==> src/hdl/spfs_pkg.sv <==
package spfs_pkg;

   localparam int TABLE_SIZE = 65536;
   localparam int VAL_W      = $clog2(TABLE_SIZE);
   localparam int LIM_W      = VAL_W + 1;
   localparam int EXP_W      = 5;
   localparam int SQ_W       = 2 * VAL_W;
   localparam int DIV_CNT_W  = $clog2(VAL_W + 1);

   localparam logic [LIM_W-1:0] LIMIT_RESET = LIM_W'(TABLE_SIZE);

   typedef enum logic [1:0] {
      ACT_BUILD  = 2'd0,
      ACT_TEST   = 2'd1,
      ACT_FACTOR = 2'd2,
      ACT_NONE   = 2'd3
   } action_type;

   typedef enum logic [1:0] {
      STAT_OK      = 2'd0,
      STAT_EMPTY   = 2'd1,
      STAT_RANGE   = 2'd2,
      STAT_UNBUILT = 2'd3
   } status_type;

   typedef enum logic [1:0] {
      SEL_PLAIN  = 2'd0,
      SEL_PRIME  = 2'd1,
      SEL_FACTOR = 2'd2
   } rsp_sel_type;

   typedef struct packed {
      logic        capture;
      logic        init_start;
      logic        init_write;
      logic        sv_start;
      logic        sq_load;
      logic        rd_i;
      logic        i_inc;
      logic        rd_j;
      logic        mark;
      logic        j_step;
      logic        rd_n;
      logic        div_start;
      logic        div_take;
      logic        ex_clear;
      logic        rsp_emit;
      rsp_sel_type rsp_sel;
      status_type  rsp_status;
      logic        rsp_last;
   } spfs_cmd_type;

   typedef struct packed {
      action_type action;
      logic       j_ge_lim;
      logic       sq_ge_lim;
      logic       rd_eq_i;
      logic       rd_eq_j;
      logic       rd_eq_p;
      logic       val_ge_lim;
      logic       val_lt2;
      logic       val_zero;
      logic       val_one;
      logic       ex_zero;
      logic       div_done;
   } spfs_sts_type;

endpackage

==> src/hdl/spfs_ctrl.sv <==
module spfs_ctrl import spfs_pkg::*; (
   input  logic         clock,
   input  logic         reset,
   input  logic         start,
   input  logic         csr_write,
   input  spfs_sts_type sts,
   output spfs_cmd_type cmd,
   output logic         busy
);

   typedef enum logic [12:0] {
      ST_IDLE    = 13'b0_0000_0000_0001,
      ST_DECODE  = 13'b0_0000_0000_0010,
      ST_INIT    = 13'b0_0000_0000_0100,
      ST_SV_SQ   = 13'b0_0000_0000_1000,
      ST_SV_READ = 13'b0_0000_0001_0000,
      ST_SV_TEST = 13'b0_0000_0010_0000,
      ST_MK_READ = 13'b0_0000_0100_0000,
      ST_MK_TEST = 13'b0_0000_1000_0000,
      ST_Q_READ  = 13'b0_0001_0000_0000,
      ST_F_READ  = 13'b0_0010_0000_0000,
      ST_F_CHECK = 13'b0_0100_0000_0000,
      ST_F_DIV   = 13'b0_1000_0000_0000,
      ST_Q_TEST  = 13'b1_0000_0000_0000
   } state_type;

   state_type state_ff, state_in;
   logic      ready_ff, ready_in;

   always_comb begin
      state_in = state_ff;
      ready_in = ready_ff;
      cmd      = '0;
      unique case (state_ff)
         ST_IDLE: begin
            if (start) begin
               cmd.capture = 1'b1;
               state_in    = ST_DECODE;
            end
         end
         ST_DECODE: begin
            state_in = ST_IDLE;
            if (sts.action == ACT_BUILD) begin
               cmd.init_start = 1'b1;
               state_in       = ST_INIT;
            end else if (sts.action != ACT_NONE) begin
               priority if (!ready_ff) begin
                  cmd.rsp_emit   = 1'b1;
                  cmd.rsp_status = STAT_UNBUILT;
               end else if (sts.val_ge_lim) begin
                  cmd.rsp_emit   = 1'b1;
                  cmd.rsp_status = STAT_RANGE;
               end else if (sts.action == ACT_TEST) begin
                  if (sts.val_lt2) begin
                     cmd.rsp_emit = 1'b1;
                  end else begin
                     state_in = ST_Q_READ;
                  end
               end else if (sts.val_zero) begin
                  cmd.rsp_emit   = 1'b1;
                  cmd.rsp_status = STAT_RANGE;
               end else if (sts.val_one) begin
                  cmd.rsp_emit   = 1'b1;
                  cmd.rsp_status = STAT_EMPTY;
               end else begin
                  state_in = ST_F_READ;
               end
            end
         end
         ST_INIT: begin
            if (sts.j_ge_lim) begin
               cmd.sv_start = 1'b1;
               state_in     = ST_SV_SQ;
            end else begin
               cmd.init_write = 1'b1;
            end
         end
         ST_SV_SQ: begin
            cmd.sq_load = 1'b1;
            state_in    = ST_SV_READ;
         end
         ST_SV_READ: begin
            if (sts.sq_ge_lim) begin
               cmd.rsp_emit = 1'b1;
               ready_in     = 1'b1;
               state_in     = ST_IDLE;
            end else begin
               cmd.rd_i = 1'b1;
               state_in = ST_SV_TEST;
            end
         end
         ST_SV_TEST: begin
            if (sts.rd_eq_i) begin
               state_in = ST_MK_READ;
            end else begin
               cmd.i_inc = 1'b1;
               state_in  = ST_SV_SQ;
            end
         end
         ST_MK_READ: begin
            if (sts.j_ge_lim) begin
               cmd.i_inc = 1'b1;
               state_in  = ST_SV_SQ;
            end else begin
               cmd.rd_j = 1'b1;
               state_in = ST_MK_TEST;
            end
         end
         ST_MK_TEST: begin
            cmd.mark   = sts.rd_eq_j;
            cmd.j_step = 1'b1;
            state_in   = ST_MK_READ;
         end
         ST_Q_READ: begin
            cmd.rd_n = 1'b1;
            state_in = ST_Q_TEST;
         end
         ST_Q_TEST: begin
            cmd.rsp_emit = 1'b1;
            cmd.rsp_sel  = SEL_PRIME;
            state_in     = ST_IDLE;
         end
         ST_F_READ: begin
            cmd.rd_n = 1'b1;
            state_in = ST_F_CHECK;
         end
         ST_F_CHECK: begin
            priority if (sts.val_one) begin
               cmd.rsp_emit = 1'b1;
               cmd.rsp_sel  = SEL_FACTOR;
               cmd.rsp_last = 1'b1;
               state_in     = ST_IDLE;
            end else if (!sts.ex_zero && !sts.rd_eq_p) begin
               cmd.rsp_emit = 1'b1;
               cmd.rsp_sel  = SEL_FACTOR;
               cmd.ex_clear = 1'b1;
            end else begin
               cmd.div_start = 1'b1;
               state_in      = ST_F_DIV;
            end
         end
         ST_F_DIV: begin
            if (sts.div_done) begin
               cmd.div_take = 1'b1;
               state_in     = ST_F_READ;
            end
         end
         default: begin
            state_in = ST_IDLE;
         end
      endcase
      if (csr_write) begin
         ready_in = 1'b0;
      end
   end

   always_ff @(posedge clock) begin
      if (reset) begin
         state_ff <= ST_IDLE;
         ready_ff <= 1'b0;
      end else begin
         state_ff <= state_in;
         ready_ff <= ready_in;
      end
   end

   assign busy = state_ff != ST_IDLE;

   a_limit_write_drops_table: assert property (@(posedge clock) disable iff (reset)
      csr_write |=> !ready_ff)
      else $error("table still marked ready after a limit write");

   a_factor_has_power: assert property (@(posedge clock) disable iff (reset)
      cmd.rsp_emit && (cmd.rsp_sel == SEL_FACTOR) |-> !sts.ex_zero)
      else $error("factor result with zero exponent");

   a_emit_only_when_busy: assert property (@(posedge clock) disable iff (reset)
      cmd.rsp_emit |-> busy && !cmd.capture)
      else $error("result issued while idle");

endmodule

==> config.mk <==
export PLATFORM = sky130hd
export DESIGN_NAME = spfs_ctrl
export DESIGN_NICKNAME = d
export VERILOG_FILES = /design/src/hdl/spfs_pkg.sv /design/src/hdl/spfs_ctrl.sv
export SDC_FILE = /design/constraint.sdc
export NUM_CORES = 1
export LEC_CHECK = 0
export CAP_MARGIN = 20
export CORE_ASPECT_RATIO = 1.2
export CORE_MARGIN = 4
export CORE_UTILIZATION = 37
export DETAILED_ROUTE_END_ITERATION = 10
export DONT_BUFFER_PORTS = 1
export SYNTH_ARGS = -nofsm -noshare
export SYNTH_HDL_FRONTEND = slang
export SYNTH_SLANG_ARGS = --single-unit
==> constraint.sdc <==
create_clock -name clock -period 4.8 [get_ports clock]
set_input_delay 0.96 -clock clock [delete_from_list [all_inputs] [get_ports clock]]
set_output_delay 0.96 -clock clock [all_outputs]
set_load 0.01 [all_outputs]
== Word level (Yosys, flattened, before mapping) ==
Cells that the tools add are included.

* $mul: 0
* Equal/unequal tests: 20
* Reductions and logical operators: 8
* Add/sub/neg operators: 0
* Multiplexer cells: 61
* Magnitude comparators: 0
* Div/mod/pow operators: 0
* Shifts and indexed selects: 0
* Bitwise gates (word level): 0

{| class="wikitable"
|+ Operators by type and width
! operator !! count
|-
| $pmux 13 s12 || 1
|-
| $mux 13 || 11
|-
| $mux 1 || 30
|-
| $mux 2 || 9
|-
| $eq 13x1->1 const B || 1
|-
| $eq 13x10->1 const B || 1
|-
| $eq 13x11->1 const B || 1
|-
| $eq 13x12->1 const B || 1
|-
| $eq 13x13->1 const B || 1
|-
| $eq 13x2->1 const B || 1
|-
| $eq 13x3->1 const B || 1
|-
| $eq 13x4->1 const B || 1
|-
| $eq 13x5->1 const B || 1
|-
| $eq 13x6->1 const B || 1
|-
| $eq 13x7->1 const B || 1
|-
| $eq 13x8->1 const B || 1
|-
| $eq 13x9->1 const B || 1
|-
| $ne 13x1->1 const B || 1
|-
| $mux 10 || 1
|-
| $mux 9 || 1
|-
| $mux 8 || 1
|-
| $ne 2x2->1 const B || 4
|-
| $mux 7 || 1
|-
| $mux 6 || 1
|-
| other kinds (13) || 15
|}

* Bits in registers: 14
* Memory bits (read-only): 0
* Bits of input ports: 17
* Memories: 0
* Word-level logic and storage cells: 91
* Bits in latches: 0
* Output and inout port bits: 21
* RAM bits: 0

== Logic depth before layout (Yosys ltp) ==
Gate-level depths: netlist (run 1).

* Depth in word-level cells: 8
* Gate-level depth with buffers: 6
* Mapped depth without buffers: 5

== Worst setup path before layout (run 1) ==
No wires, ideal clock.

* Path type: input to output
* From: input sts[11] (netlist name)
* To: output cmd[5] (netlist name)
* Arrival: 2.051 ns
* Path slack: 1.789 ns
* Stages on the path: 5
* Required time: 3.840 ns
* Path buffers: 1
* Path through: clkbuf_1 -> nor3_1 -> nor2b_1 -> a211oi_1 -> or3_1

{| class="wikitable"
|+ RTL lines
! element !! RTL line !! RTL
|-
| start: declaration || spfs_ctrl.sv:6 || <nowiki>input spfs_sts_type sts,</nowiki>
|-
| end: declaration || spfs_ctrl.sv:7 || <nowiki>output spfs_cmd_type cmd,</nowiki>
|}

==> results of run 1 <==
metal layers:
layer	track usage (%)	up-vias	part of all wire, %
met4	9.28	0	2.8
met5	0	-	0
li1	-	546	-
met2	29.1	32	49
met3	3.96	6	7.1
met1	18.5	507	41
final timing paths:
kind                      from     endpoint  slack [ns]  depth (start not counted)
setup / recovery  state_ff[12]       cmd[5]        1.74                          5
hold / removal        ready_ff     ready_ff        0.52                          2
setup reg to reg   state_ff[5]  state_ff[0]        2.78                          5
hold reg to reg       ready_ff     ready_ff        0.52                          2
per-stage QoR:
stage | total power, W | utilization [%] | std cells | hold WS, ns | instance area, um2
2_1_floorplan | 0.000157 | - | 149 | 0.479 | 1120
3_3_place_gp | 0.000163 | 39.8 | 178 | 0.508 | 1140
3_5_place_dp | 0.000164 | 39.8 | 178 | 0.515 | 1140
4_1_cts | 0.000251 | 41.1 | 182 | 0.530 | 1180
5_1_grt | 0.000263 | 41.1 | 182 | 0.589 | 1180
6_report | 0.000249 | 41.1 | 182 | 0.520 | 1180
area by class of cell:
cell class,instances,area (um2)
Multi-Input combinational cell,122,788
Fill cell,301,1690
Clock buffer,4,36.3
Inverter,8,30.0
Sequential cell,14,280
Tap cell,34,42.5
critical path: stages (launching register included):
cell and delay (ns):
dfxtp_1 0.42, or4_1 0.60, nor2_2 0.16, o2111ai_2 0.22, a211oi_1 0.22, or3_1 0.20
sequential cells by signal, indices dropped and copies added (netlist names):
register  cells
state_ff     13
ready_ff      1
cell families (layout without fill, tap and decap cells):
group / Yosys count / count (layout) / share of synthesized area [%]
AND/OR/NAND/NOR: 95 / 95 / 52.6
AO/OA/AOI/OAI: 23 / 23 / 14.2
flip-flops: 14 / 14 / 24.9
buffers and inverters: 13 / 12 / 5.01
XOR/XNOR: 3 / 3 / 2.34
multiplexers: 1 / 1 / 0.890
synthesized netlist by cell type, types with 4 or more instances:
master / number / share of area (%)
nor2b_1: 5 / 2.8
dfxtp_1: 14 / 25
or3_1: 5 / 2.8
nand2_1: 8 / 2.7
o21ai_0: 5 / 2.2
inv_1: 8 / 2.7
nand3_1: 5 / 2.2
nor2_1: 25 / 8.3
nand2b_1: 4 / 2.2
nor4_1: 7 / 3.9
a21oi_1: 7 / 3.1
nor3_1: 9 / 4.0
power by group through the flow:
| stage | clock [W] | combinational (W) | sequential, W |
|---|---|---|---|
| after floorplan | 0 | 0.0000336 | 0.000123 |
| after global placement | 0 | 0.0000385 | 0.000124 |
| after detailed placement | 0 | 0.0000392 | 0.000124 |
| after CTS | 0.0000893 | 0.0000396 | 0.000122 |
| after global routing | 0.0000953 | 0.0000457 | 0.000122 |
| final | 0.0000877 | 0.0000394 | 0.000122 |
==> results.ini, run 1 <==
[outcome]
status=complete, no violations

[clocking]
postCtsHoldBufs=0
clk_latency_ns=0.28
htree_levels=1
clk_pin_slew_ns=0.09
ctsRootBufferMaster=clkbuf_4
clockBufferDepth=2
numClockSinks=14
cts_tree=yes
cts_setup_buffers=0
cts_resized=0
numCtsBuffers=3

[power_and_ir_drop]
switchingPower_w=0.0000690
clockPowerShare_pct=35.2
power.density_mw_per_mm2=211
sw_frac_of_total_pct=27.7
internal-power_w=0.000180
p_leak_nw=0.426
pwr-share-comb_pct=15.8
seq_power_share_pct=48.9
ir_worst_vdd_mv=0.208

[sta]
finalHoldViolations=0
max_slew_margin_pct=55.1
setup_tns_ns=0
fin_crit_sh_pct=63.7
fmax_mhz=327
finalCriticalPeriod_ns=3.06
skew_ns=0.00455
fin_ws_ns=1.74
worst_slew_pin_slew_ns=0.667
setup_violations=0
slew_violations=0
rsz0062_at_grt=false

[min_path]
min_path_type=reg2reg

[finish]
final_cell_mix=nor2_1 (25), dfxtp_1 (14), nor3_1 (9)
area_delta_synth_final_pct=4.67
n_antenna_cell=0
final_layout_size_suffix_gt1_share_pct=12.8
layout_commonest_cell=nor2_1
final_nets=166

[critical_path]
crit_arrival_ns=2.10
worst_ep_required_time_ns=3.84
worstPathMaxFanout=9
end_kind=output port
critical_path_class=reg2out
cp-start-kind=flop

[drt]
num_vias=1091
wl_per_cell_um=16.2
drt.antenna.violating_nets=0
drt_iter0_markers=35
firstDrtPassIters=4
wl_um=2950
drc=0
via_per_inst=5.99

[grt]
grt_pass1_vias=1068
grt_max_degree=11
grtUsageTotal_pct=16.7
grt-ovfl-total=0
antenna_found_initial=0
grt_pass1_wl_um=5120

[logic_synthesis]
syn_inst=149
synth_edf_count=0
syn_area_mm2=0.00112
ys_warn_count=0
synth_top_flop_cell=dfxtp_1
synthArstFlopShare_pct=0
synth-seq-cells=14
seq_area_frac_synth_pct=24.9
syn_nets=166
synth_cell_types=47
synth_area_per_cell_um2=7.55

[flow_run]
cap_violations=0

[floorplanning]
dieWidth_um=58.3
core_mm2=0.00286
fp.dieArea_mm2=0.00399
fp-row-count=21
io_pins=38
dieHeight_um=68.4
initial_utilization_pct=39.3

[placed_design]
routabilityCongestion=0.807
preCtsSetupSlack_ns=1.96
port_buffers=0
dp_hpwl_um=2370

(Power assumes the default switching activity.)
==> run 2, diff against run 1 <==
==> constraint.sdc (replaced) <==
create_clock -name clock -period 3.1 [get_ports clock]
set_input_delay 0.62 -clock clock [delete_from_list [all_inputs] [get_ports clock]]
set_output_delay 0.62 -clock clock [all_outputs]
set_load 0.01 [all_outputs]
==> results.ini, run 2 (synthesis gave the netlist of run 1 again) <==
[outcome]
status=complete, no violations

[sta]
worst_slew_pin_slew_ns=0.492  ; -0.175 ns
setup_violations=0  ; unchanged
skew_ns=0.000524  ; -0.00403 ns
setup_tns_ns=0  ; unchanged
finalHoldViolations=0  ; unchanged
max_slew_margin_pct=67.1  ; +12 points
finalCriticalPeriod_ns=2.74
fmax_mhz=366
fin_crit_sh_pct=88.2
rsz0062_at_grt=false
slew_violations=0  ; unchanged

[drt]
wl_per_cell_um=16.3  ; +0.70%
drt.antenna.violating_nets=0  ; unchanged
firstDrtPassIters=4  ; unchanged
num_vias=1108  ; +1.6%
via_per_inst=6.05  ; +1.0%
drt_iter0_markers=30  ; -14%
drc=0  ; unchanged
wl_um=2990  ; +1.3%

[finish]
final_cell_mix=nor2_1 (25), dfxtp_1 (14), nor3_1 (9)
final_layout_size_suffix_gt1_share_pct=13.4  ; +0.58 points
area_delta_synth_final_pct=5.34
n_antenna_cell=0  ; unchanged
final_nets=167  ; +0.60%
largest-register=state_ff
reg_top3=state_ff x13, ready_ff x1
layout_commonest_cell=nor2_1
largest_register_ffs=13  ; unchanged

[floorplanning]
fp.dieArea_mm2=0.00399  ; unchanged
dieWidth_um=58.3  ; unchanged
fp-row-count=21  ; unchanged
core_mm2=0.00286  ; unchanged
dieHeight_um=68.4  ; unchanged
initial_utilization_pct=39.3  ; unchanged
io_pins=38  ; unchanged

[clocking]
clk_latency_ns=0.28  ; about the same
clk_pin_slew_ns=0.09  ; about the same
numClockSinks=14  ; unchanged
ctsRootBufferMaster=clkbuf_4
postCtsHoldBufs=0  ; unchanged
cts_setup_buffers=0  ; unchanged
numCtsBuffers=3  ; unchanged
cts_tree=yes
cts_resized=0  ; unchanged
htree_levels=1  ; unchanged
clockBufferDepth=2  ; unchanged

[grt]
grt_pass1_wl_um=4840  ; -5.4%
grt_max_degree=11  ; unchanged
grt-ovfl-total=0  ; unchanged
antenna_found_initial=0  ; unchanged
grt_pass1_vias=1016  ; -4.9%
grtUsageTotal_pct=15.8  ; -0.84 points

[power_and_ir_drop]
seq_power_share_pct=49.2  ; +0.3 points
finalPower_w=0.000383  ; +54%
sw_frac_of_total_pct=27.4  ; -0.37 points
ir_worst_vdd_mv=0.239  ; +15%
internal-power_w=0.000278  ; +55%
power.density_mw_per_mm2=323  ; +53%
switchingPower_w=0.000105  ; +52%
clockPowerShare_pct=34.7  ; -0.5 points
p_leak_nw=0.431  ; +1.3%
pwr-share-comb_pct=16.1  ; +0.3 points

[critical_path]
crit_start=state_ff[5]
critical_path_class=reg2out
r2r_slack_ns=1.09  ; -1.69 ns
r2r-start=state_ff[5]
cpMaxStageDelayCell=nor3b_1
max_stage_delay_ns=0.46  ; -0.14 ns
worstPathMaxFanout=7  ; -2
end_kind=output port
worstPathCellList=nor4_4 -> nand3_2 -> or3_1 -> nor3b_1
cp-start-kind=flop
worst_ep_required_time_ns=2.48  ; -1.36 ns
crit_arrival_ns=2.12  ; +0.02 ns

[placed_design]
port_buffers=0  ; unchanged
dp_hpwl_um=2410  ; +1.6%
routabilityCongestion=0.887  ; +10%

[min_path]
min_path_type=in2reg
worstHoldStart=reset

[flow_run]
cap_violations=0  ; unchanged

-- run 2: critical path, delay by kind of cell, from the launching register on --
kind	cells	cell delay, ns
simple gates	4	1.43
flops	1	0.40
-- run 2: final cells by class --
cell class	instances	area [um2]
fill	298	1680
clock buffer	4	36.3
inverter	8	30.0
tap	34	42.5
multi-input combinational	122	788
sequential	14	280
timing repair buffer	1	7.51
-- run 2: power groups by stage --
stage | Combinational, W | Sequential, W | Clock, W
after CTS | 0.0000619 | 0.000188 | 0.000137
after global placement | 0.0000614 | 0.000193 | 0
after global routing | 0.0000693 | 0.000189 | 0.000144
after detailed placement | 0.0000616 | 0.000193 | 0
final | 0.0000618 | 0.000188 | 0.000133
after floorplan | 0.0000521 | 0.000191 | 0
-- run 2: path summary, 6_finish.rpt --
| check | end | depth (start not counted) |
|---|---|---|
| worst max-delay path | cmd[3] | 4 |
| worst min-delay path | state_ff[11] | 1 |
| worst max register to register | state_ff[0] | 5 |
| worst min register to register | ready_ff | 2 |
-- run 2: stage by stage --
step / instances / cell area [um2] / hold slack (ns) / setup WS, ns / util (%)
floorplan: 149 / 1120 / 0.479 / 0.769 / -
global placement: 179 / 1150 / 0.498 / 0.712 / 40.1
detailed placement: 179 / 1150 / 0.499 / 0.646 / 40.1
CTS: 183 / 1180 / 0.391 / 0.316 / 41.4
global route: 183 / 1180 / 0.384 / 0.264 / 41.4
finish: 183 / 1180 / 0.397 / 0.365 / 41.4
-- run 2: routing by layer --
metal,global-route usage (%),up-vias,share of wire [%]
li1,-,545,-
met1,18.7,524,42
met2,27.0,37,50
met3,4.72,2,7.4
met4,5.80,0,0.57
met5,0,-,0
